`src/hw/rtl/sct_pkg.sv`:
```
// Shared constants, widths and the controller-to-datapath command type.
package sct_pkg;

  localparam int ANGLE_W   = 32;
  localparam int VALUE_W   = 32;
  localparam int THR_W     = 31;
  localparam int TERMS_W   = 5;
  localparam int MAX_TERMS_DEF = 16;

  localparam logic [THR_W-1:0] THR_RESET = 31'd107;

  // Angle reduction works on the magnitude in Q.56.
  localparam int RED_W     = 64;
  localparam int RED_STEPS = 5;
  localparam logic [RED_W-1:0] PI_Q56     = 64'h03243F6A8885A309;
  localparam logic [RED_W-1:0] TWO_PI_Q56 = 64'h06487ED5110B4612;

  // Series datapath widths (Q.30 magnitudes).
  localparam int X_W     = 32;
  localparam int X2_W    = 34;
  localparam int TMAG_W  = 33;
  localparam int MUL_B_W = 17;
  localparam int PP_W    = TMAG_W + MUL_B_W;
  localparam int PROD_W  = 67;
  localparam int FRAC_W  = 30;
  localparam int SUM_W   = 40;

  // Term divider: restoring, DIV_BITS quotient bits per cycle.
  localparam int NUM_W     = 40;
  localparam int DIV_BITS  = 8;
  localparam int DIV_STEPS = NUM_W / DIV_BITS;
  localparam int STEP_W    = 3;

  localparam logic signed [SUM_W-1:0] ONE_Q30     = 40'sd1073741824;
  localparam logic signed [SUM_W-1:0] NEG_ONE_Q30 = -40'sd1073741824;

  typedef struct packed {
    logic load_in;
    logic red_step;
    logic fold;
    logic xround;
    logic sq_mode;
    logic mul_lo;
    logic mul_hi;
    logic sq_done;
    logic d_load;
    logic div_load;
    logic div_step;
    logic term_upd;
    logic out_load;
  } dp_cmd_t;

endpackage

```
`src/hw/rtl/sct_dp.sv`:
```
// Datapath: angle reduction, shared multiplier, term divider and series accumulator.
module sct_dp #(
  parameter int MAX_TERMS = sct_pkg::MAX_TERMS_DEF,
  parameter int CNT_W     = $clog2(MAX_TERMS + 1)
) (
  input  logic                                clk,
  input  logic                                rst_n,
  input  logic                                cfg_we,
  input  logic [sct_pkg::THR_W-1:0]           cfg_wdata,
  input  logic                                in_func,
  input  logic signed [sct_pkg::ANGLE_W-1:0]  in_angle,
  input  sct_pkg::dp_cmd_t                    cmd,
  input  logic [CNT_W-1:0]                    term_n,
  output logic                                le_thr,
  output logic signed [sct_pkg::VALUE_W-1:0]  out_value
);
  import sct_pkg::*;

  localparam int DIV_W = $clog2(4 * MAX_TERMS * MAX_TERMS);
  localparam int NSUM_W = FRAC_W + NUM_W;

  logic [THR_W-1:0]        thr_r;
  logic                    func_r;
  logic                    neg_r;
  logic [RED_W-1:0]        red_r;
  logic [RED_W-1:0]        dvs_r;
  logic [X_W-1:0]          x_r;
  logic [X2_W-1:0]         x2_r;
  logic [PROD_W-1:0]       prod_r;
  logic [DIV_W-1:0]        d_r;
  logic [NUM_W-1:0]        num_r;
  logic [DIV_W-1:0]        rem_r;
  logic [TMAG_W-1:0]       tmag_r;
  logic                    tneg_r;
  logic signed [SUM_W-1:0] sum_r;
  logic [VALUE_W-1:0]      out_value_r;

  logic [X_W-1:0]          mag;
  logic [RED_W:0]          x_rnd;
  logic [TMAG_W-1:0]       mul_a;
  logic [X2_W-1:0]         mul_b;
  logic [MUL_B_W-1:0]      mul_bs;
  logic [PP_W-1:0]         pp;
  logic [PROD_W-1:0]       sq_rnd;
  logic [NSUM_W-1:0]       num_sum;
  logic [CNT_W:0]          n2;
  logic [CNT_W:0]          fa;
  logic [CNT_W:0]          fb;
  logic [2*CNT_W+1:0]      dprod;
  logic [NUM_W-1:0]        div_num;
  logic [DIV_W-1:0]        div_rem;
  logic [DIV_W:0]          trial;
  logic signed [SUM_W-1:0] q_s;
  logic signed [SUM_W-1:0] x_s;
  logic signed [SUM_W-1:0] sat;

  always_comb begin
    mag    = in_angle[ANGLE_W-1] ? (~in_angle + 1'b1) : in_angle;
    x_rnd  = {1'b0, red_r} + (RED_W+1)'(1 << 25);
    mul_a  = cmd.sq_mode ? {1'b0, x_r} : tmag_r;
    mul_b  = cmd.sq_mode ? {2'b00, x_r} : x2_r;
    mul_bs = cmd.mul_hi ? mul_b[X2_W-1:MUL_B_W] : mul_b[MUL_B_W-1:0];
    pp     = PP_W'(mul_a) * PP_W'(mul_bs);
    sq_rnd = prod_r + PROD_W'(1 << 29);
    // Rounding of the product and the half-divisor bias fold into one add.
    num_sum = NSUM_W'(prod_r) + (NSUM_W'(d_r >> 1) << FRAC_W) + NSUM_W'(1 << 29);
    n2     = {term_n, 1'b0};
    fa     = func_r ? (n2 - 1'b1) : n2;
    fb     = func_r ? n2 : (n2 + 1'b1);
    dprod  = (2*CNT_W+2)'(fa) * (2*CNT_W+2)'(fb);
    q_s    = $signed(SUM_W'(num_r));
    x_s    = $signed(SUM_W'(x_r));
    le_thr = (num_r <= NUM_W'(thr_r));
  end

  // Eight restoring steps of the term division per cycle.
  always_comb begin
    div_num = num_r;
    div_rem = rem_r;
    trial   = '0;
    for (int k = 0; k < DIV_BITS; k++) begin
      trial   = {div_rem, div_num[NUM_W-1]};
      div_num = {div_num[NUM_W-2:0], 1'b0};
      if (trial >= {1'b0, d_r}) begin
        div_rem    = DIV_W'(trial - {1'b0, d_r});
        div_num[0] = 1'b1;
      end else begin
        div_rem = trial[DIV_W-1:0];
      end
    end
  end

  always_comb begin
    if (sum_r > ONE_Q30) begin
      sat = ONE_Q30;
    end else if (sum_r < NEG_ONE_Q30) begin
      sat = NEG_ONE_Q30;
    end else begin
      sat = sum_r;
    end
  end

  always_ff @(posedge clk) begin
    if (!rst_n) begin
      thr_r <= THR_RESET;
    end else if (cfg_we) begin
      thr_r <= cfg_wdata;
    end
  end

  always_ff @(posedge clk) begin
    if (cmd.load_in) begin
      func_r <= in_func;
      neg_r  <= in_angle[ANGLE_W-1];
      red_r  <= {mag, 32'h0};
      dvs_r  <= TWO_PI_Q56 << (RED_STEPS - 1);
    end
    if (cmd.red_step) begin
      if (red_r >= dvs_r) begin
        red_r <= red_r - dvs_r;
      end
      dvs_r <= dvs_r >> 1;
    end
    if (cmd.fold && (red_r > PI_Q56)) begin
      red_r <= TWO_PI_Q56 - red_r;
      neg_r <= ~neg_r;
    end
    if (cmd.xround) begin
      x_r <= x_rnd[26 +: X_W];
    end
    if (cmd.mul_lo) begin
      prod_r <= PROD_W'(pp);
    end
    if (cmd.mul_hi) begin
      prod_r <= prod_r + (PROD_W'(pp) << MUL_B_W);
    end
    if (cmd.sq_done) begin
      x2_r <= sq_rnd[FRAC_W +: X2_W];
      if (func_r) begin
        tmag_r <= TMAG_W'(1 << FRAC_W);
        tneg_r <= 1'b0;
        sum_r  <= ONE_Q30;
      end else begin
        tmag_r <= {1'b0, x_r};
        tneg_r <= neg_r;
        sum_r  <= neg_r ? -x_s : x_s;
      end
    end
    if (cmd.d_load) begin
      d_r <= dprod[DIV_W-1:0];
    end
    if (cmd.div_load) begin
      num_r <= num_sum[FRAC_W +: NUM_W];
      rem_r <= '0;
    end
    if (cmd.div_step) begin
      num_r <= div_num;
      rem_r <= div_rem;
    end
    if (cmd.term_upd) begin
      tmag_r <= num_r[TMAG_W-1:0];
      tneg_r <= ~tneg_r;
      sum_r  <= tneg_r ? (sum_r + q_s) : (sum_r - q_s);
    end
    if (cmd.out_load) begin
      out_value_r <= sat[VALUE_W-1:0];
    end
  end

  assign out_value = $signed(out_value_r);

endmodule

```
`src/hw/rtl/sct_ctrl.sv`:
```
// Controller: sequences reduction, squaring and the term loop, and owns the result beat.
module sct_ctrl #(
  parameter int MAX_TERMS = sct_pkg::MAX_TERMS_DEF,
  parameter int CNT_W     = $clog2(MAX_TERMS + 1)
) (
  input  logic                         clk,
  input  logic                         rst_n,
  input  logic                         in_valid,
  output logic                         in_stall,
  output logic                         out_valid,
  input  logic                         out_stall,
  output logic [sct_pkg::TERMS_W-1:0]  out_terms_used,
  output logic                         out_capped,
  output sct_pkg::dp_cmd_t             cmd,
  output logic [CNT_W-1:0]             term_n,
  input  logic                         le_thr
);
  import sct_pkg::*;

  localparam logic [3:0] S_IDLE  = 4'd0;
  localparam logic [3:0] S_RED   = 4'd1;
  localparam logic [3:0] S_FOLD  = 4'd2;
  localparam logic [3:0] S_XRND  = 4'd3;
  localparam logic [3:0] S_SQLO  = 4'd4;
  localparam logic [3:0] S_SQHI  = 4'd5;
  localparam logic [3:0] S_SQFIN = 4'd6;
  localparam logic [3:0] S_TLO   = 4'd7;
  localparam logic [3:0] S_THI   = 4'd8;
  localparam logic [3:0] S_DLOAD = 4'd9;
  localparam logic [3:0] S_DIV   = 4'd10;
  localparam logic [3:0] S_TUPD  = 4'd11;
  localparam logic [3:0] S_FIN   = 4'd12;

  logic [3:0]         state_r, state_nxt;
  logic [STEP_W-1:0]  step_r, step_nxt;
  logic [CNT_W-1:0]   cnt_r, cnt_nxt;
  logic               capped_r, capped_nxt;
  logic               out_valid_r, out_valid_nxt;
  logic [TERMS_W-1:0] terms_r, terms_nxt;
  logic               ocap_r, ocap_nxt;
  logic [CNT_W-1:0]   cnt_inc;
  logic               out_load;

  assign cnt_inc  = cnt_r + 1'b1;
  assign in_stall = (state_r != S_IDLE);
  assign out_load = (state_r == S_FIN) && (!out_valid_r || !out_stall);

  always_comb begin
    state_nxt  = state_r;
    step_nxt   = step_r;
    cnt_nxt    = cnt_r;
    capped_nxt = capped_r;
    cmd        = '0;
    case (state_r)
      S_IDLE: begin
        if (in_valid) begin
          cmd.load_in = 1'b1;
          step_nxt    = '0;
          state_nxt   = S_RED;
        end
      end
      S_RED: begin
        cmd.red_step = 1'b1;
        step_nxt     = step_r + 1'b1;
        if (step_r == STEP_W'(RED_STEPS - 1)) begin
          state_nxt = S_FOLD;
        end
      end
      S_FOLD: begin
        cmd.fold  = 1'b1;
        state_nxt = S_XRND;
      end
      S_XRND: begin
        cmd.xround = 1'b1;
        state_nxt  = S_SQLO;
      end
      S_SQLO: begin
        cmd.sq_mode = 1'b1;
        cmd.mul_lo  = 1'b1;
        state_nxt   = S_SQHI;
      end
      S_SQHI: begin
        cmd.sq_mode = 1'b1;
        cmd.mul_hi  = 1'b1;
        state_nxt   = S_SQFIN;
      end
      S_SQFIN: begin
        cmd.sq_done = 1'b1;
        cnt_nxt     = CNT_W'(1);
        capped_nxt  = 1'b0;
        state_nxt   = S_TLO;
      end
      S_TLO: begin
        cmd.mul_lo = 1'b1;
        cmd.d_load = 1'b1;
        state_nxt  = S_THI;
      end
      S_THI: begin
        cmd.mul_hi = 1'b1;
        state_nxt  = S_DLOAD;
      end
      S_DLOAD: begin
        cmd.div_load = 1'b1;
        step_nxt     = '0;
        state_nxt    = S_DIV;
      end
      S_DIV: begin
        cmd.div_step = 1'b1;
        step_nxt     = step_r + 1'b1;
        if (step_r == STEP_W'(DIV_STEPS - 1)) begin
          state_nxt = S_TUPD;
        end
      end
      S_TUPD: begin
        cmd.term_upd = 1'b1;
        cnt_nxt      = cnt_inc;
        if (le_thr) begin
          state_nxt = S_FIN;
        end else if (cnt_inc >= CNT_W'(MAX_TERMS)) begin
          capped_nxt = 1'b1;
          state_nxt  = S_FIN;
        end else begin
          state_nxt = S_TLO;
        end
      end
      S_FIN: begin
        if (out_load) begin
          cmd.out_load = 1'b1;
          state_nxt    = S_IDLE;
        end
      end
      default: begin
        state_nxt = S_IDLE;
      end
    endcase
  end

  always_comb begin
    out_valid_nxt = out_valid_r && out_stall;
    terms_nxt     = terms_r;
    ocap_nxt      = ocap_r;
    if (out_load) begin
      out_valid_nxt = 1'b1;
      terms_nxt     = TERMS_W'(cnt_r);
      ocap_nxt      = capped_r;
    end
  end

  always_ff @(posedge clk) begin
    if (!rst_n) begin
      state_r     <= S_IDLE;
      step_r      <= '0;
      cnt_r       <= '0;
      capped_r    <= 1'b0;
      out_valid_r <= 1'b0;
    end else begin
      state_r     <= state_nxt;
      step_r      <= step_nxt;
      cnt_r       <= cnt_nxt;
      capped_r    <= capped_nxt;
      out_valid_r <= out_valid_nxt;
    end
  end

  always_ff @(posedge clk) begin
    terms_r <= terms_nxt;
    ocap_r  <= ocap_nxt;
  end

  assign out_valid      = out_valid_r;
  assign out_terms_used = terms_r;
  assign out_capped     = ocap_r;
  assign term_n         = cnt_r;

  a_accept_starts: assert property (@(posedge clk) disable iff (!rst_n)
    (in_valid && !in_stall) |=> (state_r == S_RED))
    else $error("accepted beat did not start angle reduction");

  a_count_range: assert property (@(posedge clk) disable iff (!rst_n)
    out_load |-> (cnt_r >= CNT_W'(2) && cnt_r <= CNT_W'(MAX_TERMS)))
    else $error("term count out of range at result");

  a_cap_at_limit: assert property (@(posedge clk) disable iff (!rst_n)
    (out_load && capped_r) |-> (cnt_r == CNT_W'(MAX_TERMS)))
    else $error("cap flagged below the term limit");

  a_step_bound: assert property (@(posedge clk) disable iff (!rst_n)
    (state_r == S_RED || state_r == S_DIV) |-> (step_r < STEP_W'(DIV_STEPS)))
    else $error("step counter overran");

endmodule

```
`src/hw/rtl/sine_cosine_taylor_series.sv`:
```
// Top level of the Taylor-series sine/cosine unit.
// Usage:
//   Input beat: in_func (0 sine, 1 cosine) and in_angle (signed Q8.24 radians),
//   taken when in_valid is high and in_stall is low. One result beat follows on
//   out_value (signed Q2.30, saturated to +-1), out_terms_used and out_capped,
//   taken when out_valid is high and out_stall is low.
//   User writes stop_threshold on cfg_we/cfg_wdata only when idle; not enforced.
// Sequencing:
//   One item is worked at a time; out_terms_used counts the first term and every
//   added term. The next beat can be taken once the result is presented.
//   Each added term takes a low and a high pass on the shared 33x17 multiplier,
//   forms the rounded dividend, runs the eight-bit-per-cycle divider for five
//   steps and then accumulates. Reduction takes five compare-subtract steps.
// Reset and stall:
//   Reset returns the sequencer to idle, drops out_valid and restores the
//   threshold to 107. A result waiting under out_stall sits in the output
//   register; the next input beat is accepted meanwhile, and its result waits
//   for that register to be emptied.
module sine_cosine_taylor_series #(
  parameter int MAX_TERMS = sct_pkg::MAX_TERMS_DEF
) (
  input  logic                                clk,
  input  logic                                rst_n,
  input  logic                                cfg_we,
  input  logic [sct_pkg::THR_W-1:0]           cfg_wdata,
  input  logic                                in_valid,
  output logic                                in_stall,
  input  logic                                in_func,
  input  logic signed [sct_pkg::ANGLE_W-1:0]  in_angle,
  output logic                                out_valid,
  input  logic                                out_stall,
  output logic signed [sct_pkg::VALUE_W-1:0]  out_value,
  output logic [sct_pkg::TERMS_W-1:0]         out_terms_used,
  output logic                                out_capped
);
  import sct_pkg::*;

  localparam int CNT_W = $clog2(MAX_TERMS + 1);

  dp_cmd_t          cmd;
  logic [CNT_W-1:0] term_n;
  logic             le_thr;

  sct_ctrl #(
    .MAX_TERMS (MAX_TERMS),
    .CNT_W     (CNT_W)
  ) u_ctrl (
    .clk            (clk),
    .rst_n          (rst_n),
    .in_valid       (in_valid),
    .in_stall       (in_stall),
    .out_valid      (out_valid),
    .out_stall      (out_stall),
    .out_terms_used (out_terms_used),
    .out_capped     (out_capped),
    .cmd            (cmd),
    .term_n         (term_n),
    .le_thr         (le_thr)
  );

  sct_dp #(
    .MAX_TERMS (MAX_TERMS),
    .CNT_W     (CNT_W)
  ) u_dp (
    .clk       (clk),
    .rst_n     (rst_n),
    .cfg_we    (cfg_we),
    .cfg_wdata (cfg_wdata),
    .in_func   (in_func),
    .in_angle  (in_angle),
    .cmd       (cmd),
    .term_n    (term_n),
    .le_thr    (le_thr),
    .out_value (out_value)
  );

endmodule
```
`config.mk`:
```
export PLATFORM = sky130hd
export DESIGN_NAME = sine_cosine_taylor_series
export DESIGN_NICKNAME = d
export VERILOG_FILES = /design/src/hw/rtl/sct_pkg.sv /design/src/hw/rtl/sct_dp.sv /design/src/hw/rtl/sct_ctrl.sv /design/src/hw/rtl/sine_cosine_taylor_series.sv
export SDC_FILE = /design/constraint.sdc
export NUM_CORES = 2
export LEC_CHECK = 0
export BUFFER_PORTS_ARGS = -buffer_cell sky130_fd_sc_hd__buf_2
export CAP_MARGIN = 15
export CELL_PAD_IN_SITES_DETAIL_PLACEMENT = 1
export CELL_PAD_IN_SITES_GLOBAL_PLACEMENT = 1
export CORE_MARGIN = 4
export CORE_UTILIZATION = 50
export DETAILED_ROUTE_END_ITERATION = 16
export GPL_TIMING_DRIVEN = 0
export MAX_ROUTING_LAYER = met4
export PLACE_DENSITY = 0.83
export SKIP_LAST_GASP = 1
export SYNTH_ARGS = -nofsm -noshare
export SYNTH_HDL_FRONTEND = slang
export SYNTH_HIERARCHICAL = 1
export SYNTH_SLANG_ARGS = --single-unit
```
`constraint.sdc`:
```
create_clock -name clk -period 23 [get_ports clk]
set_clock_uncertainty 0.15 [all_clocks]
set_input_delay 2.3 -clock clk [delete_from_list [all_inputs] [get_ports clk]]
set_output_delay 2.3 -clock clk [all_outputs]
set_load 0.01 [all_outputs]
```
; ---- Word-level counts from Yosys, hierarchy flattened
; Index checks and enable logic that the tools add are counted.
[op_classes]
n_bitwise = 3
addsub = 23
eq_ne = 19
order_cmp = 14
n_reduce_logical = 23
n_mux = 77
mul = 2
[op_table]
columns = op, count
row1 = $mux W40, 7
row2 = $mux W64, 4
row3 = $mux W67, 2
row4 = $mux W10, 10
row5 = $mux W33, 3
row6 = $mux W32, 3
row7 = $ge A11 B10 Y1, 8
row8 = $sub A10 B10 Y10, 8
row9 = $add A70 B30 Y70 const B, 1
row10 = $add A67 B39 Y68, 1
row11 = $add A67 B67 Y67, 1
row12 = $add A64 B30 Y64 const B, 1
row13 = $ge A64 B63 Y1, 1
row14 = $gt A64 B58 Y1 const B, 1
row15 = $sub A59 B64 Y64 const A, 1
row16 = $sub A64 B63 Y64, 1
row17 = $mux W63, 1
row18 = $mux W62, 1
row19 = $add A58 B26 Y58 const B, 1
row20 = $pmux W4 S13, 1
row21 = $mul A33 B17 Y50, 1
row22 = $add A40 B40 Y40, 1
row23 = $gt A40 B32 Y1 const B, 1
row24 = $le A40 B31 Y1, 1
row25 = other kinds (39), 100
[word_totals]
elab_cells = 185
inputBits = 69
register_bits = 479

; ---- Depth between registers and ports, before layout
[depth]
word_depth = 17
ltp_mapped = 89
depth_no_buf = 81

; ---- Modules after synthesis
; Netlist, hierarchy kept.
[modules_own_cells]
columns = module, area_each_um2, n_inst, cells_per_inst
row1 = sct_dp, 54034.3, 1, 6144
row2 = sct_ctrl, 1113.6, 1, 123

; ---- Least setup slack after synthesis
; Ideal clock, no wire load.
[synth_timing]
path_kind = register to register
from = register u_dp.d_r[1]
to = register u_dp.rem_r[4], data pin
required_time_ns = 22.595
path_slack_ns = 5.540
arrival_time_ns = 17.055
stages_incl_launch_ff = 87
cell_sequence = edfxtp_1 inv_1 ha_1 o211a_1 a211o_1 nand4_2 nand2_1 clkbuf_1 nor2_1 a21oi_1 ha_1 o21a_1 or4_1 a31oi_1 a211oi_1 nor3_1 buf_4 mux2_2 (+51 left out) or3_1 or2_2 clkbuf_1 and2_1 a21oi_1 ha_1 o21a_1 o21a_1 o21ai_0 nand2b_1 a21o_1 a21o_1 a21o_1 a21o_1 a211o_1 inv_1 a211oi_1 a31o_1
[synth_via]
elab_chain_cells = 17
[synth_lines]
columns = item, line_no
row1 = from (decl), sct_dp.sv:30  ; logic [DIV_W-1:0] d_r;
row2 = from (signal assigned), sct_dp.sv:150  ; d_r <= dprod[DIV_W-1:0];
row3 = $sub A10 B10 Y10 / $ge A11 B10 Y1 (equally long branches), "sct_dp.sv:85, sct_dp.sv:84"
row4 = $mux W10, sct_dp.sv:84  ; if (trial >= {1'b0, d_r}) begin
row5 = $sub A10 B10 Y10 / $ge A11 B10 Y1 (equally long branches), "sct_dp.sv:85, sct_dp.sv:84"
row6 = $mux W10, sct_dp.sv:84
row7 = $sub A10 B10 Y10 / $ge A11 B10 Y1 (equally long branches), "sct_dp.sv:85, sct_dp.sv:84"
row8 = $mux W10, sct_dp.sv:84
row9 = $sub A10 B10 Y10 / $ge A11 B10 Y1 (equally long branches), "sct_dp.sv:85, sct_dp.sv:84"
row10 = $mux W10, sct_dp.sv:84
row11 = $sub A10 B10 Y10 / $ge A11 B10 Y1 (equally long branches), "sct_dp.sv:85, sct_dp.sv:84"
row12 = $mux W10, sct_dp.sv:84
row13 = $sub A10 B10 Y10 / $ge A11 B10 Y1 (equally long branches), "sct_dp.sv:85, sct_dp.sv:84"
row14 = $mux W10, sct_dp.sv:84
row15 = $ge A11 B10 Y1 / $sub A10 B10 Y10 (equally long branches), "sct_dp.sv:84, sct_dp.sv:85"
row16 = $mux W10, sct_dp.sv:84
row17 = $sub A10 B10 Y10 / $ge A11 B10 Y1 (equally long branches), "sct_dp.sv:85, sct_dp.sv:84"
row18 = $mux W10 (*), sct_dp.sv:84
row19 = $mux W10 (*), sct_dp.sv:156  ; if (cmd.div_step) begin
row20 = to (signal assigned), sct_dp.sv:158  ; rem_r <= div_rem;
row21 = to (decl), sct_dp.sv:32  ; logic [DIV_W-1:0] rem_r;
; Mark *: on every way between the ends. The rest lies on a longest branch, timed or not.
; A chain may end at the register's enable or synchronous reset.

; ---- Worst setup path in the final report
[layout_timing]
from = register u_dp.d_r[6]
to = register u_dp.rem_r[3], data pin
[layout_via]
elab_chain_cells = 17
[layout_lines]
columns = item, line_no
row1 = $sub A10 B10 Y10 / $ge A11 B10 Y1 (equally long branches), "sct_dp.sv:85, sct_dp.sv:84"
row2 = $mux W10, sct_dp.sv:84
row3 = $sub A10 B10 Y10 / $ge A11 B10 Y1 (equally long branches), "sct_dp.sv:85, sct_dp.sv:84"
row4 = $mux W10, sct_dp.sv:84
row5 = $sub A10 B10 Y10 / $ge A11 B10 Y1 (equally long branches), "sct_dp.sv:85, sct_dp.sv:84"
row6 = $mux W10, sct_dp.sv:84
row7 = $sub A10 B10 Y10 / $ge A11 B10 Y1 (equally long branches), "sct_dp.sv:85, sct_dp.sv:84"
row8 = $mux W10, sct_dp.sv:84
row9 = $ge A11 B10 Y1 / $sub A10 B10 Y10 (equally long branches), "sct_dp.sv:84, sct_dp.sv:85"
row10 = $mux W10, sct_dp.sv:84
row11 = $sub A10 B10 Y10 / $ge A11 B10 Y1 (equally long branches), "sct_dp.sv:85, sct_dp.sv:84"
row12 = $mux W10, sct_dp.sv:84
row13 = $sub A10 B10 Y10 / $ge A11 B10 Y1 (equally long branches), "sct_dp.sv:85, sct_dp.sv:84"
row14 = $mux W10, sct_dp.sv:84
row15 = $sub A10 B10 Y10 / $ge A11 B10 Y1 (equally long branches), "sct_dp.sv:85, sct_dp.sv:84"
row16 = $mux W10 (*), sct_dp.sv:84
row17 = $mux W10 (*), sct_dp.sv:156
; Marks and branches as above.

==> flow_results.org <==
** Finish
- The finished layout holds 7,972 standard cells, fillers aside.
- Of the cells placed in the final design, the portion with a size suffix greater than 1 is 0.05598.
- The net count of the finished layout is 7,425.
- Compared with the post-synthesis result, the final layout area differs by 7.755%.
- After filler insertion, the fill cell instance count of the layout stands at 12,890.

** Global routing
- Initial antenna violation count :: 13
- The first global-routing pass estimated 314,000 um of wire.
- Overflow left after global routing :: 0
- The via count of the first global-routing pass is 51,660.
- Entering global routing, the biggest net connects 64 pins.
- GR Util All Layers :: 0.3627

** Synthesis
- Yosys mapped a number of flops with a built-in enable equal to 353.
- Gate Count Post-Synth :: 6,267
- The netlist uses 103 different library cells.
- Part of the Yosys area used for sequential elements :: 0.2314
- Average cell area after synthesis :: 8.800 um^2
- Yosys reg bits :: 461
- Number of warnings reported in the yosys synthesis log :: 6
- Summing every instance area after synthesis gives 55,150 um^2.
- Async SR Flop Fraction :: 0
- Synth Net Count :: 7,247
- Main flop type after synthesis :: sky130_fd_sc_hd__edfxtp_1

** STA
- In this run the tightest slew margin relative to its limit is 0.1203.
- The max-slew violation total from the final report is 0.
- Minimum hold slack :: 0.3055 ns
- For the pin with the worst max-slew slack, the measured transition is 1.311 ns.
- Total count of hold-check failures in the final report :: 0
- Setup slack after layout :: 1.327 ns
- Share of the cycle needed by the critical path after routing :: 0.9423
- Maximum achievable frequency :: 46.14 MHz
- Final setup violating endpoints :: 0
- The clock period could shrink to 21.67 ns.
- Setup repair after global routing missed its margin :: no
- For the final routed database, the setup TNS stands at 0 ns.

** CTS
- The clock passes through at most 3 buffers.
- For the worst-skew pair, the clock arrives at the later sink with an insertion delay of 0.65 ns.
- CTS saw 461 sinks.
- In this run, post-CTS hold repair placed 0 buffers.
- Root buffer cell :: sky130_fd_sc_hd__clkbuf_16
- Number of H-tree levels :: 2
- Num CTS Buffers :: 51
- TritonCTS built the clock tree.
- Clock slew seen by the registers of the worst setup and hold paths :: 0.07 ns

** Drt
- After the first detailed-routing iteration, the DRC count stood at 4,732.
- Detailed routing inserted a total of 49,500 vias.
- For this block, the routed nets add up to 208,700 um of wire.
- In the routed layout, each cell is associated on average with a via count of 6.209.
- First drt pass iteration count :: 6
- After detailed routing, the number of remaining DRC violations is 0.
- The count of nets left with antenna violations once routing finished came out at 0.
- Avg WL per Cell :: 26.17 um

** Critical path
- Capturing element type of the critical path :: flip-flop
- CP Data Arrival Time :: 21.93 ns
- Critical setup path kind :: reg2reg
- Data on the critical path is required at its endpoint by 23.25 ns.
- The largest individual stage delay along the critical path comes from the cell sky130_fd_sc_hd__or4_1.
- Crit-path max FO :: 10
- Biggest cell delay along the critical path :: 0.53 ns
- Launching element type of the critical path :: flip-flop

** Floorplan
- For this design the top-level I/O count stands at 109.
- Initial core utilization :: 0.5052
- The floorplan step set the die width to 340.1 um.
- The die is 340.1 um tall.
- The die covers 115,700 um^2.
- The core region is 109,200 um^2.
- Number of standard-cell rows in the floorplan :: 121

** Place
- Cell total after placement :: 7,857
- Weighted congestion at the end of routability-driven global placement :: 0.9909
- The wire-length estimate of the detail-placed layout is 168,000 um.
- Post-place setup slack :: 0.6737 ns
- Port buffering added 107 buffers.

** Min path
- Class of the worst hold path :: reg2reg

** Job
- Max Cap Viol :: 0

** Status
- The run finished with clean final reports.
==> layout by cell type, fill, tap and decap left out, types with 60 or more instances in the layout <==
cell type	count
sky130_fd_sc_hd__ha_1	427
sky130_fd_sc_hd__xnor2_1	260
sky130_fd_sc_hd__buf_2	114
sky130_fd_sc_hd__nor2_1	414
sky130_fd_sc_hd__nor3_1	89
sky130_fd_sc_hd__nor2b_1	132
sky130_fd_sc_hd__nand2b_1	81
sky130_fd_sc_hd__o21ai_0	275
sky130_fd_sc_hd__nand4_1	60
sky130_fd_sc_hd__clkbuf_1	265
sky130_fd_sc_hd__a211oi_1	74
sky130_fd_sc_hd__a21oi_1	307
sky130_fd_sc_hd__mux2i_1	82
sky130_fd_sc_hd__nand2_1	813
sky130_fd_sc_hd__fa_1	483
sky130_fd_sc_hd__dfxtp_1	108
sky130_fd_sc_hd__a21o_1	198
sky130_fd_sc_hd__mux2_2	72
sky130_fd_sc_hd__nand3_1	91
sky130_fd_sc_hd__xor2_1	209
sky130_fd_sc_hd__edfxtp_1	353
sky130_fd_sc_hd__inv_1	718
sky130_fd_sc_hd__and2_1	79
==> layer usage <==
layer  up-vias  share of wire  track usage  wire length, um
met1     25020           0.41       0.4737            85670
li1      21630              -            -                -
met4         0          0.051       0.1517            10650
met2      2270           0.45       0.5629            93830
met5         -              0            -                0
met3       579          0.089      0.05972            18490
==> cells in the mapped netlist (35+ instances only) <==
master	count	area share
sky130_fd_sc_hd__clkbuf_1	259	0.018
sky130_fd_sc_hd__and3_1	54	0.0061
sky130_fd_sc_hd__dfxtp_1	108	0.039
sky130_fd_sc_hd__nor3_1	91	0.0083
sky130_fd_sc_hd__and2_1	79	0.0090
sky130_fd_sc_hd__o21ai_0	275	0.025
sky130_fd_sc_hd__o31ai_1	37	0.0050
sky130_fd_sc_hd__a31oi_1	35	0.0040
sky130_fd_sc_hd__o22ai_1	46	0.0052
sky130_fd_sc_hd__xnor2_1	260	0.041
sky130_fd_sc_hd__o21bai_1	48	0.0065
sky130_fd_sc_hd__nor2b_1	132	0.015
sky130_fd_sc_hd__o21a_1	55	0.0075
sky130_fd_sc_hd__mux2_2	72	0.015
sky130_fd_sc_hd__nand2_1	814	0.055
sky130_fd_sc_hd__edfxtp_1	353	0.19
sky130_fd_sc_hd__inv_1	721	0.049
sky130_fd_sc_hd__a211oi_1	74	0.010
sky130_fd_sc_hd__a21o_1	198	0.027
sky130_fd_sc_hd__xor2_1	209	0.033
sky130_fd_sc_hd__fa_1	483	0.18
sky130_fd_sc_hd__nand2b_1	81	0.0092
sky130_fd_sc_hd__nor2_1	415	0.028
sky130_fd_sc_hd__nor4_1	35	0.0040
sky130_fd_sc_hd__ha_1	428	0.097
sky130_fd_sc_hd__mux2i_1	82	0.015
sky130_fd_sc_hd__a21oi_1	308	0.028
sky130_fd_sc_hd__nand4_1	60	0.0068
sky130_fd_sc_hd__nand3_1	91	0.0083
==> per-stage QoR <==
stage               instance area [um^2]    util
floorplan                          55150       -
global placement                   57530  0.5270
detailed placement                 57650  0.5281
CTS                                59250  0.5428
global route                       59420  0.5443
finish                             59420  0.5444
==> final cells by class <==
| class | instances | area (um^2) | share of cell area |
|---|---|---|---|
| inverter | 725 | 2729 | 0.04592 |
| sequential | 461 | 12760 | 0.2148 |
| timing repair buffer | 125 | 748.2 | 0.01259 |
| antenna | 11 | 27.53 | 0.0004632 |
| multi-input combinational | 4793 | 38580 | 0.6492 |
| clock inverter | 33 | 262.8 | 0.004422 |
| tap | 1476 | 1847 | 0.03108 |
| clock buffer | 60 | 1341 | 0.02257 |
| buffer | 288 | 1131 | 0.01903 |
==> final timing paths <==
path | startpoint | to | slack (ns) | cells after the start
setup / recovery | u_dp/d_r[6] | u_dp/rem_r[3] | 1.33 | 85
setup reg to reg | u_dp/d_r[6] | u_dp/rem_r[3] | 1.33 | 85
hold / removal | u_ctrl/capped_r | u_ctrl/out_capped | 0.31 | 0
hold reg to reg | u_ctrl/capped_r | u_ctrl/out_capped | 0.31 | 0
==> cells by family (layout without fill, tap and decap cells) <==
kind of cell             Yosys count  in the layout  share of synthesized area
AND/OR/NAND/NOR                 1979           1979                     0.1675
other                              0             11                          0
buffers and inverters           1013           1231                    0.06983
AO/OA/AOI/OAI                   1265           1265                     0.1490
flip-flops                       461            461                     0.2314
XOR/XNOR                         469            469                    0.07448
adder cells (fa/ha/maj)          911            911                     0.2724
multiplexers                     169            169                    0.03537
==> state kept, by name, summed over array words and instances (netlist names) <==
name,count
u_dp/red_r,64
u_dp/dvs_r,63
u_dp/prod_r,50
u_dp/num_r,40
u_dp/sum_r,40
u_dp/x2_r,34
u_dp/tmag_r,33
u_dp/out_value,32
u_dp/x_r,32
u_dp/thr_r,31
u_dp/rem_r,10
u_dp/d_r,9
u_ctrl/out_terms_used,5
u_ctrl/term_n,5
u_ctrl/state_r,4
u_ctrl/step_r,3
u_ctrl/capped_r,1
u_ctrl/out_capped,1
u_ctrl/out_valid,1
u_dp/func_r,1
u_dp/neg_r,1
u_dp/tneg_r,1
==> critical path, delay by kind of cell, from the launching register on <==
| kind | cells | cell delay [ns] |
|---|---|---|
| buf+inv | 11 | 2.06 |
| flops | 1 | 0.37 |
| mux | 5 | 1.55 |
| fa+ha+maj | 8 | 2.68 |
| simple gates | 17 | 4.23 |
| compound gates | 44 | 10.39 |
==> timing repair <==
action                                  in CTS  in global routing
buffers inserted                             0                  8
endpoints found under the setup margin       0                 10
gates resized for setup                      0                 11
Power is not shown: default switching activity piles up to over one toggle a cycle in this logic, so the estimate is an artifact.
